[src/design/wmnlp_pkg.sv]
package wmnlp_pkg;

	localparam int unsigned VAL_BITS = 16;
	localparam int unsigned SCORE_BITS = 17;
	localparam int unsigned COUNT_OUT_BITS = 7;
	localparam logic [15:0] LN2_Q16 = 16'd45426;

	// Log2 mantissa table entries, computed by repeated squaring at elaboration.
	function automatic logic [15:0] mant_log2(input int unsigned k, input int unsigned tbits);
		logic [63:0] y;
		logic [15:0] r;
		y = (64'd1 << 30) + (64'(k) << (30 - tbits));
		r = '0;
		for (int b = 15; b >= 0; b--) begin
			y = (y * y) >> 30;
			if (y >= (64'd1 << 31)) begin
				y = y >> 1;
				r[b] = 1'b1;
			end
		end
		return r;
	endfunction

	typedef struct packed {
		logic clear;
		logic load;
		logic div_start;
		logic out_load;
	} wmnlp_cmd_t;

	typedef struct packed {
		logic div_done;
	} wmnlp_sts_t;

endpackage

[src/design/wmnlp_ctrl.sv]
module wmnlp_ctrl (
	input  logic                  clk,
	input  logic                  arst_n,
	input  logic                  in_valid,
	input  logic                  new_contig,
	output logic                  in_ready,
	input  logic                  out_ready,
	output logic                  out_valid,
	input  wmnlp_pkg::wmnlp_sts_t sts,
	output wmnlp_pkg::wmnlp_cmd_t cmd
);
	import wmnlp_pkg::*;

	localparam logic [1:0] ST_IDLE = 2'd0;
	localparam logic [1:0] ST_LOG  = 2'd1;
	localparam logic [1:0] ST_MUL  = 2'd2;
	localparam logic [1:0] ST_DIV  = 2'd3;

	logic [1:0] state_q;
	logic       out_valid_q;
	logic       take;

	// Output register lets a new item start while a result waits.
	assign in_ready = (state_q == ST_IDLE);
	assign take     = in_valid && in_ready;
	assign out_valid = out_valid_q;

	always_comb begin
		cmd           = '0;
		cmd.clear     = take && new_contig;
		cmd.load      = take;
		cmd.div_start = (state_q == ST_MUL);
		cmd.out_load  = (state_q == ST_DIV) && sts.div_done && (!out_valid_q || out_ready);
	end

	always_ff @(posedge clk or negedge arst_n) begin
		if (!arst_n) begin
			state_q     <= ST_IDLE;
			out_valid_q <= 1'b0;
		end else begin
			case (state_q)
				ST_IDLE: if (take) state_q <= ST_LOG;
				ST_LOG:  state_q <= ST_MUL;
				ST_MUL:  state_q <= ST_DIV;
				ST_DIV:  if (cmd.out_load) state_q <= ST_IDLE;
				default: state_q <= ST_IDLE;
			endcase
			if (cmd.out_load)
				out_valid_q <= 1'b1;
			else if (out_ready)
				out_valid_q <= 1'b0;
		end
	end
endmodule

[config.mk]
export PLATFORM = sky130hd
export DESIGN_NAME = wmnlp_ctrl
export DESIGN_NICKNAME = d
export VERILOG_FILES = /design/src/design/wmnlp_pkg.sv /design/src/design/wmnlp_ctrl.sv
export SDC_FILE = /design/constraint.sdc
export NUM_CORES = 1
export LEC_CHECK = 0
export BUFFER_PORTS_ARGS = -buffer_cell sky130_fd_sc_hd__buf_2
export CAP_MARGIN = 5
export CORE_AREA = 2 2 39 41
export DETAILED_ROUTE_END_ITERATION = 10
export DIE_AREA = 0 0 41 43
export PLACE_DENSITY_LB_ADDON = 0.3
export SYNTH_ARGS = -nofsm -noshare
export SYNTH_HDL_FRONTEND = slang
export SYNTH_SLANG_ARGS = --single-unit
[constraint.sdc]
create_clock -name clk -period 3.12 [get_ports clk]
set_input_delay 0.312 -clock clk [delete_from_list [all_inputs] [get_ports clk]]
set_output_delay 0.312 -clock clk [all_outputs]
set_load 0.005 [all_outputs]
## After elaboration in Yosys (flattened, before gate mapping)

Cells that the tools add are included.

- Bits in latches: 0
- Flip-flop bits (word level): 3
- ROM bits: 0
- Word-level logic and storage cells: 21
- Memories kept: 0
- RAM bits: 0
- Bits of input ports: 6

- Shift operators: 0
- Divide/modulo/power cells: 0
- Order comparisons: 0
- Multipliers: 0
- Reductions and logical operators: 9
- Multiplexer cells: 5
- Eq/ne operators: 5
- Bitwise gates (word level): 0
- Add/subtract/negate cells: 0

Operator list:

| operator | count |
|---|---|
| $pmux W2 S4 | 1 |
| $eq A2 B2 Y1 const B | 2 |
| $logic_and A1 B1 Y1 | 4 |
| $mux W2 | 2 |
| $eq A2 B1 Y1 const B | 1 |
| $logic_not A2 Y1 | 1 |
| $mux W1 | 2 |
| $ne A2 B1 Y1 const B | 1 |
| $ne A2 B2 Y1 const B | 1 |
| $reduce_and A2 Y1 | 1 |
| $reduce_bool A2 Y1 | 1 |
| $logic_not A1 Y1 | 1 |
| $logic_or A1 B1 Y1 | 1 |

## Longest topological paths before layout

Gate-level depths: netlist of run 1.

- Word-level depth: 5
- Depth in mapped cells: 5
- Gate-level depth less buffers: 5

## Worst setup path after synthesis of run 1

OpenSTA, ideal clock, no wires.

- Kind: register to register
- Start point: register state_q[0]
- End point: register state_q[1]
- Setup time: 0.125 ns
- Arrival time: 1.206 ns
- Slack: 1.789 ns
- Cell stages (with the launch flop): 6
- Cells stage by stage: dfrtp_1 -> inv_1 -> ha_1 -> inv_1 -> o221ai_2 -> mux2_4

- Elaborated cells between the ends (all ways): 11
- Those cells by class: eq/ne: 5; mux: 1; reduce/logical: 5

RTL lines:

| what | RTL line | source |
|---|---|---|
| from (decl) | wmnlp_ctrl.sv:19 | `logic [1:0] state_q;` |
| from (signal assigned) | wmnlp_ctrl.sv:38 | `state_q <= ST_IDLE;` |
| from (signal assigned) | wmnlp_ctrl.sv:42 | `ST_IDLE: if (take) state_q <= ST_LOG;` |
| from (signal assigned) | wmnlp_ctrl.sv:43 | `ST_LOG: state_q <= ST_MUL;` |
| $logic_not A2 Y1 (*) | wmnlp_ctrl.sv:24 | `assign in_ready = (state_q == ST_IDLE);` |
| net in_ready | wmnlp_ctrl.sv:6 | `output logic in_ready,` |
| $logic_and A1 B1 Y1 | wmnlp_ctrl.sv:25 | `assign take = in_valid && in_ready;` |
| $ne A2 B1 Y1 (no line) | - |  |
| $reduce_and A2 Y1 (no line) | - |  |

Mark *: on every way through the listed nets, which the timed path passes. The rest lies on a longest branch.
A chain may end at the register's enable or synchronous reset.

==> results of run 1 <==
## flip-flops by register name, indices dropped and copies added, names as in the netlist
name,count
out_valid,1
state_q,2
## area by class of cell
class | instances | area [µm²]
fillers | 159 | 1050
multi-input cells | 15 | 134
flip-flops and latches | 3 | 75.1
repair buffers | 12 | 65.1
clock buffers | 4 | 26.3
well taps | 16 | 20.0
inverters | 4 | 15.0
## power by group through the flow
stage	Sequential (W)	Combinational (W)	Clock [W]
after global routing	0.0000781	0.000186	0.0000736
after global placement	0.0000756	0.000164	0
after detailed placement	0.0000762	0.000164	0
after CTS	0.0000756	0.000166	0.0000695
final	0.0000748	0.000161	0.0000660
after floorplan	0.0000746	0.000121	0
## tightest hold or removal path: cells and delay by family
family,cells,cell delay (ps)
buffers and inverters,1,90
AND/OR/NAND/NOR,2,120
## layer usage
| metal | vias up | track usage | part of all wire |
|---|---|---|---|
| met3 | 0 | 0.0314 | 0.093 |
| li1 | 102 | - | - |
| met5 | - | 0 | 0 |
| met2 | 7 | 0.0781 | 0.50 |
| met4 | 0 | 0.0600 | 0 |
| met1 | 87 | 0.0484 | 0.41 |
## through the flow
step	worst slack (ps)	hold WS, ps	cells	util	power [W]
final	1640	344	54	0.242	0.000301
after global routing	1530	357	54	0.242	0.000338
after CTS	1620	344	54	0.242	0.000311
after detailed placement	1730	112	49	0.216	0.000240
after global placement	1730	112	49	0.216	0.000240
after floorplan	1790	16.4	23	-	0.000196
## worst min-delay path by stage
stage | from | end | depth (start not counted)
5_1_grt | sts | out_valid | 3
6_report | sts | out_valid | 3
4_1_cts | sts | out_valid | 3
3_5_place_dp | arst_n | out_valid | 1
3_3_place_gp | arst_n | out_valid | 1
2_1_floorplan | arst_n | out_valid | 0
## logic make-up (layout without fill, tap and decap cells)
| logic type | count (synthesis) | in the layout | share of synthesized area |
|---|---|---|---|
| buf+inv | 5 | 20 | 0.0973 |
| flops | 3 | 3 | 0.324 |
| mux | 1 | 1 | 0.0648 |
| simple gates | 8 | 8 | 0.227 |
| compound gates | 3 | 3 | 0.124 |
| fa+ha+maj | 3 | 3 | 0.162 |
## cells in the mapped netlist
master	instances	area share
and2_1	1	0.027
ha_1	3	0.16
a21oi_1	1	0.022
a2bb2oi_1	1	0.038
nor2b_1	1	0.027
nand2b_4	1	0.059
buf_4	1	0.032
mux2_4	1	0.065
nand2b_1	1	0.027
nand2_1	2	0.032
and3_1	1	0.027
or2_1	1	0.027
inv_1	4	0.065
dfrtp_1	3	0.32
o221ai_2	1	0.065
## timing repair
action,in CTS,in global routing
hold endpoints to repair,3,0
hold buffers,1,0
setup endpoints to repair,0,0
==> results.yml, run 1 <==
clock_tree:
  cts.repair.resized: 0
  clk_pin_slew_ps: 40
  cts_buffers: 3
  post_cts_buffers: 0
  cts_max_level: 1
  clock_sinks: 3
  cts_max_path_buffers: 2
  root_buffer: "clkbuf_4"
  clk_latency_ps: 230
  cts_tree: "done"
sta:
  worstMarginPinSlew_ps: 209
  tns_ps: 0
  finalCritPeriodShare: 0.475
  rsz0062_at_grt: "false"
  final-setup-viol-count: 0
  finalHoldViolCount: 0
  slew_headroom: 0.861
  clock_skew_ps: 1.58
  fmax_mhz: 675
  maxSlewViolCount: 0
  period_needed_ps: 1480
critical_path:
  worstSetupPathType: "reg -> out"
  worstSetupStartpointType: "flip-flop"
  cp-endpoint: "cmd[3]"
  worstPathCellList: "inv_1 > ha_1 > and3_1 > buf_2"
  path_delay_family: "flip-flops"
  cp-startpoint: "state_q[0]"
  critPathRequiredTime_ps: 2810
  crit-reg2reg-capture: "state_q[1]"
  cp.depth: 4
  timing.rr.start: "state_q[0]"
  end_kind: "primary output"
  crit_slowest_cell: "dfrtp_1"
  slowest_delay_ps: 370
  worst_ep_arrival_time_ps: 1170
  crit_fanout: 5
  critPathBufInv: 2
  rr_worst_depth: 5
  regToRegSetupSlack_ps: 1730
global_routing:
  grt_usage: 0.0553
  grt_pass1_wl_um: 600
  overflow: 0
  grt_pass1_vias: 185
  grt_max_degree: 6
  antenna_found_initial: 0
placement:
  port_buffers: 11
  gp_congestion: 0.575
  place_area_um2: 299
route:
  ant_nets: 0
  vias: 196
  via_per_inst: 3.63
  drt-total-wl_um: 396
  wl_per_cell_um: 7.33
  drc: 0
  drt_iter0_drc: 0
  first_pass_iters: 1
power:
  power_density_nw_per_um2: 899
  switching_power_w: 0.000105
  p_comb_frac: 0.533
  p_seq_frac: 0.248
  p_int_w: 0.000196
  power_leakage_nw: 0.191
  peakVddDrop_mv: 0.252
  p_clk_frac: 0.219
  swShare: 0.349
run_status:
  status: "completed"
logic_synthesis:
  syn_nets: 32
  synth_cell_types: 15
  netlist_instances: 23
  postSynthAreaPerCell_um2: 10.1
  seq_area_frac_synth: 0.324
  synth_area_um2: 231
  postSynthRegisterBits: 3
  yosysWarnings: 0
run:
  maxCapViolations: 0
finish:
  final_cell_mix: "buf_2 (11), inv_1 (4), ha_1 (3), clkbuf_4 (3), dfrtp_1 (3)"
  area_growth_pct: 44.9
  layout_commonest_cell: "buf_2"
  fin_area_um2: 335
  layout-drive-gt1-share: 0.447
  layout.nets: 48
  diodes: 0
floorplan:
  die_w_um: 41
  row_count: 14
  core_area_um2: 1380
  die_y_um: 43
  start_util: 0.167
  die_area_um2: 1760
  ioPinCount: 12
worst_hold_path:
  hold_class: "in -> reg"
Power figures use the tool's default switching activity.
==> inputs of run 2 (changes only) <==
ABC_AREA = 1   (was default)
clock period = 1.3 ns   (was 3.12 ns; I/O delays follow)
==> results.yml, run 2 <==
finish:
  final_util: 0.272
  multiInputGateArea_um2: 138
  fillers: 169
  diodes: 0
  fin_cells: 65
  largest_register_ffs: 2
  area_growth_pct: 63.6
  regMostFlops: "state_q"
  layout_commonest_cell: "buf_2"
  final_cell_mix: "buf_2 (11), nand2_1 (6), nand2_2 (5), inv_2 (4), inv_1 (4)"
  ff_latch_area_um2: 75.1
  layout-drive-gt1-share: 0.612
  layout.nets: 59
floorplan:
  ioPinCount: 12
  row_count: 14
  die_w_um: 41
  start_util: 0.166
  core_area_um2: 1380
  die_y_um: 43
  die_area_um2: 1760
sta:
  finalHoldViolCount: 0
  final-setup-viol-count: 0
  clock_skew_ps: 1.43
  slew_headroom: 0.903
  finalCritPeriodShare: 0.979
  maxSlewViolCount: 0
  period_needed_ps: 1270
  timing.hold.ws_ps: 162
  fmax_mhz: 786
  worstMarginPinSlew_ps: 146
  rsz0062_at_grt: "true"
logic_synthesis:
  synth_area_um2: 230
  synth_cell_types: 11
  synth_largest_area_cell: "dfrtp_1"
  syn_nets: 40
  yosysWarnings: 0
  synth_commonest_cells: "nand2_1 (8), inv_1 (7), dfrtp_1 (3), ha_1 (3), nand2_2 (3)"
  postSynthAreaPerCell_um2: 7.43
  synth_area_leaders: "dfrtp_1 (33%), ha_1 (16%), nand2_1 (13%), inv_1 (11%), nand2_2 (8.2%)"
  ys_async_sr_fraction: 1.00
  synth-edff-count: 0
  netlist_instances: 31
  seq_area_frac_synth: 0.326
  postSynthRegisterBits: 3
  yosysMostFrequentCell: "nand2_1"
  synth_flop_cell: "dfrtp_1"
  synth.top_cell.area_share: 0.326
critical_path:
  crit_slowest_cell: "dfrtp_1"
  critPathBufInv: 3
  worstPathCellList: "ha_2 > nand2_2 > inv_2 > nand2_2 > inv_2 > buf_2"
  critPathRequiredTime_ps: 1170
  worst_ep_arrival_time_ps: 1140
  crit_fanout: 4
  slowest_delay_ps: 410
  worstSetupStartpointType: "flip-flop"
  end_kind: "primary output"
  path_delay_family: "flip-flops"
  worstSetupPathType: "reg -> out"
global_routing:
  grt_pass1_vias: 222
  overflow: 0
  antenna_found_initial: 0
  grt_max_degree: 5
  grt_pass1_wl_um: 759
  grt_usage: 0.0685
clock_tree:
  cts_buffers: 3
  root_buffer: "clkbuf_4"
  cts_tree: "done"
  clock_sinks: 3
  cts_max_path_buffers: 2
  cts_max_level: 1
  clk_latency_ps: 230
  clk_pin_slew_ps: 40
power:
  peakVddDrop_mv: 0.528
  power_density_nw_per_um2: 2110
  power_leakage_nw: 0.239
route:
  wl_met1_um: 168
  dr.max_layer_used: "met3"
  dr_wl_met2_um: 252
  drt_iter0_drc: 3
  drt-total-wl_um: 441
  wl_met3_um: 20
  drc: 0
  ant_nets: 0
  wl_per_cell_um: 6.78
  first_pass_iters: 2
  vias: 227
  via_per_inst: 3.49
placement:
  dpl.hpwl_um: 334
  gp_congestion: 0.644
  port_buffers: 11
  dp.cells: 57
worst_hold_path:
  hold_class: "in -> reg"
run:
  maxCapViolations: 0
run_status:
  status: "completed"
[run 2: worst min-delay path, cell delays in order]
cell and delay [ps]:
buf_2 70, inv_1 50, nand2_4 50, nand2_1 40
[run 2: kinds of logic after synthesis]
kind of cell               count (synthesis)  synth area share
adders and majority gates                  3             0.163
DFF                                        3             0.326
buffers and inverters                      9             0.163
and+or+nand+nor                           16             0.348
[run 2: power breakdown]
group	switching (W)	internal, W
registers	0.0000454	0.000142
logic	0.000213	0.000232
clock network	0.0000469	0.000115
[run 2: per-stage QoR]
step | area (µm²) | setup slack (ps) | power, W | TNS (ps)
detailed placement | 298 | 97.0 | 0.000541 | 0
CTS | 339 | -0.526 | 0.000726 | -0.526
floorplan | 230 | 143 | 0.000441 | 0
global placement | 298 | 108 | 0.000536 | 0
finish | 377 | 27.3 | 0.000793 | 0
global route | 377 | -26.7 | 0.000902 | -77.0
[run 2: area by class of cell]
| class | count | share of cell area |
|---|---|---|
| tap | 16 | 0.0532 |
| inverter | 8 | 0.0797 |
| clock buffer | 4 | 0.0698 |
| timing repair buffer | 15 | 0.233 |
| multi-input combinational | 19 | 0.365 |
| sequential | 3 | 0.199 |
[run 2: path summary, 6_finish.rpt]
kind	from	end	slack, ps	cells past startpoint
worst max-delay path	state_q[1]	cmd[0]	30	6
worst min-delay path	out_ready	out_valid	160	4
worst max register to register	state_q[1]	state_q[1]	80	9
worst min register to register	out_valid	out_valid	520	2
max in group asynchronous	arst_n	state_q[1]	980	2
min in group asynchronous	arst_n	state_q[0]	220	2
[run 2: timing repair]
action | in CTS | in global routing
endpoints found under the setup margin | 2 | 3
gates resized for setup | 2 | 6
endpoints found under the hold margin | 3 | 0
pin swaps | 1 | 4
buffers inserted | 0 | 3
hold buffers | 1 | 0
[run 2: per-layer routing]
metal	track usage	vias up
li1	-	122
met1	0.0649	102
met2	0.0938	3
met3	0.0471	0
met4	0.0600	0
met5	0	-
==> inputs of run 3 (changes only) <==
==> constraint.sdc (replaced) <==
create_clock -name clk -period 1.3 [get_ports clk]
set_input_delay 0.26 -clock clk [delete_from_list [all_inputs] [get_ports clk]]
set_output_delay 0.26 -clock clk [all_outputs]
set_load 0.005 [all_outputs]
==> results.yml, run 3 (synthesis results as in run 2) <==
power:
  power_leakage_nw: 0.262
  power_density_nw_per_um2: 2160
  p_seq_frac: 0.195
  swShare: 0.374
  p_comb_frac: 0.630
  p_int_w: 0.000578
  p_clk_frac: 0.175
  peakVddDrop_mv: 0.699
  switching_power_w: 0.000346
floorplan:
  die_y_um: 43
  die_w_um: 41
  die_area_um2: 1760
  row_count: 14
  ioPinCount: 12
  core_area_um2: 1380
  start_util: 0.166
route:
  ant_nets: 0
  drt_iter0_drc: 2
  drc: 0
  first_pass_iters: 4
  vias: 248
  drt-total-wl_um: 456
  via_per_inst: 3.65
  wl_per_cell_um: 6.71
critical_path:
  rr_worst_depth: 6
  cp-startpoint: "state_q[0]"
  crit_fanout: 3
  regToRegSetupSlack_ps: 10
  cp-endpoint: "cmd[0]"
  timing.rr.start: "state_q[1]"
  crit-reg2reg-capture: "state_q[0]"
  end_kind: "primary output"
  worstSetupPathType: "reg -> out"
  worst_ep_arrival_time_ps: 1120
  worstSetupStartpointType: "flip-flop"
  critPathRequiredTime_ps: 1040
global_routing:
  antenna_found_initial: 0
  grt_max_degree: 4
  overflow: 0
  grt_pass1_wl_um: 703
  grt_pass1_vias: 218
  grt_usage: 0.0634
run:
  maxCapViolations: 0
sta:
  clock_skew_ps: 0.0891
  tns_ps: -262
  timing.hold.ws_ps: 295
  worstMarginPinSlew_ps: 132
  period_needed_ps: 1380
  rsz0062_at_grt: "true"
  finalHoldViolCount: 0
  maxSlewViolCount: 0
  final-setup-viol-count: 4
  setup_slack_ps: -80.2
  slew_headroom: 0.912
  fmax_mhz: 725
  finalCritPeriodShare: 1.06
placement:
  port_buffers: 11
  gp_congestion: 0.639
finish:
  layout_commonest_cell: "buf_2"
  area_growth_pct: 85.3
  final_cell_mix: "buf_2 (10), inv_1 (6), nand2_1 (6), nand2_2 (5), buf_4 (5)"
  layout.nets: 62
  largest_register_ffs: 2
  regMostFlops: "state_q"
  layout-drive-gt1-share: 0.635
  ff_latch_area_um2: 75.1
  fillers: 167
  diodes: 0
  multiInputGateArea_um2: 155
clock_tree:
  cts_tree: "done"
  cts_buffers: 3
  cts_max_level: 1
  cts_max_path_buffers: 2
  clk_latency_ps: 230
  clk_pin_slew_ps: 40
  root_buffer: "clkbuf_4"
  clock_sinks: 3
run_status:
  status: "finished with violations"
  failed_checks: "setup timing"
worst_hold_path:
  hold_class: "in -> reg"
-- run 3: cell types whose count changed in the layout (fill, tap and decap cells not counted) --
| cell | change |
|---|---|
| buf_4 | +2 |
| buf_6 | +2 |
| inv_1 | +2 |
| inv_2 | -2 |
| buf_2 | -1 |
| ha_1 | -1 |
| ha_4 | +1 |
| nand3_1 | -1 |
| nand3_2 | +1 |
-- run 3: how the worst min path moves through the flow --
| stage | from | endpoint | slack (ps) | cells past startpoint |
|---|---|---|---|---|
| 2_1_floorplan | arst_n | out_valid | -40 | 0 |
| 3_3_place_gp | arst_n | state_q[0] | 60 | 1 |
| 3_5_place_dp | arst_n | state_q[0] | 60 | 1 |
| 4_1_cts | out_ready | out_valid | 300 | 4 |
| 5_1_grt | out_ready | out_valid | 320 | 4 |
| 6_report | out_ready | out_valid | 290 | 4 |
-- run 3: per-stage QoR --
stage	power (W)	setup slack (ps)	util	std cells	instance area, µm²
final	0.000924	-80.2	0.308	68	427
after global routing	0.00101	-159	0.308	68	427
after CTS	0.000833	-109	0.278	66	384
after detailed placement	0.000543	86.9	0.215	57	298
after global placement	0.000543	90.7	0.215	57	298
after floorplan	0.000441	143	-	31	230
-- run 3: final cells by class --
class / count / area share
tap: 16 / 0.0469
inverter: 8 / 0.0704
multi-input combinational: 19 / 0.364
sequential: 3 / 0.176
timing repair buffer: 18 / 0.282
clock buffer: 4 / 0.0616
-- run 3: per-layer routing --
layer / GRT usage / up-vias / share of wire
met3: 0.0157 / 0 / 0.048
met4: 0.0800 / 0 / 0
met2: 0.0969 / 5 / 0.60
met1: 0.0550 / 114 / 0.36
met5: 0 / - / 0
li1: - / 129 / -
-- run 3: critical path, stage by stage, from the launching register on --
cell     delay, ps
dfrtp_1        390
ha_2           200
nand2_2         70
inv_2           30
nand2_2         50
inv_1           40
buf_2          110
-- run 3: power by group through the flow --
stage / Sequential, W / Clock (W) / Combinational, W
detailed placement: 0.000182 / 0 / 0.000361
floorplan: 0.000179 / 0 / 0.000262
finish: 0.000181 / 0.000161 / 0.000582
CTS: 0.000181 / 0.000171 / 0.000481
global placement: 0.000181 / 0 / 0.000362
global route: 0.000188 / 0.000174 / 0.000647
-- run 3: repair_timing --
action | in CTS | in global routing
pin swaps | 3 | 1
hold buffers | 1 | 0
resized for setup | 6 | 5
endpoints found under the setup margin | 4 | 6
endpoints found under the hold margin | 3 | 0
buffers inserted | 4 | 2
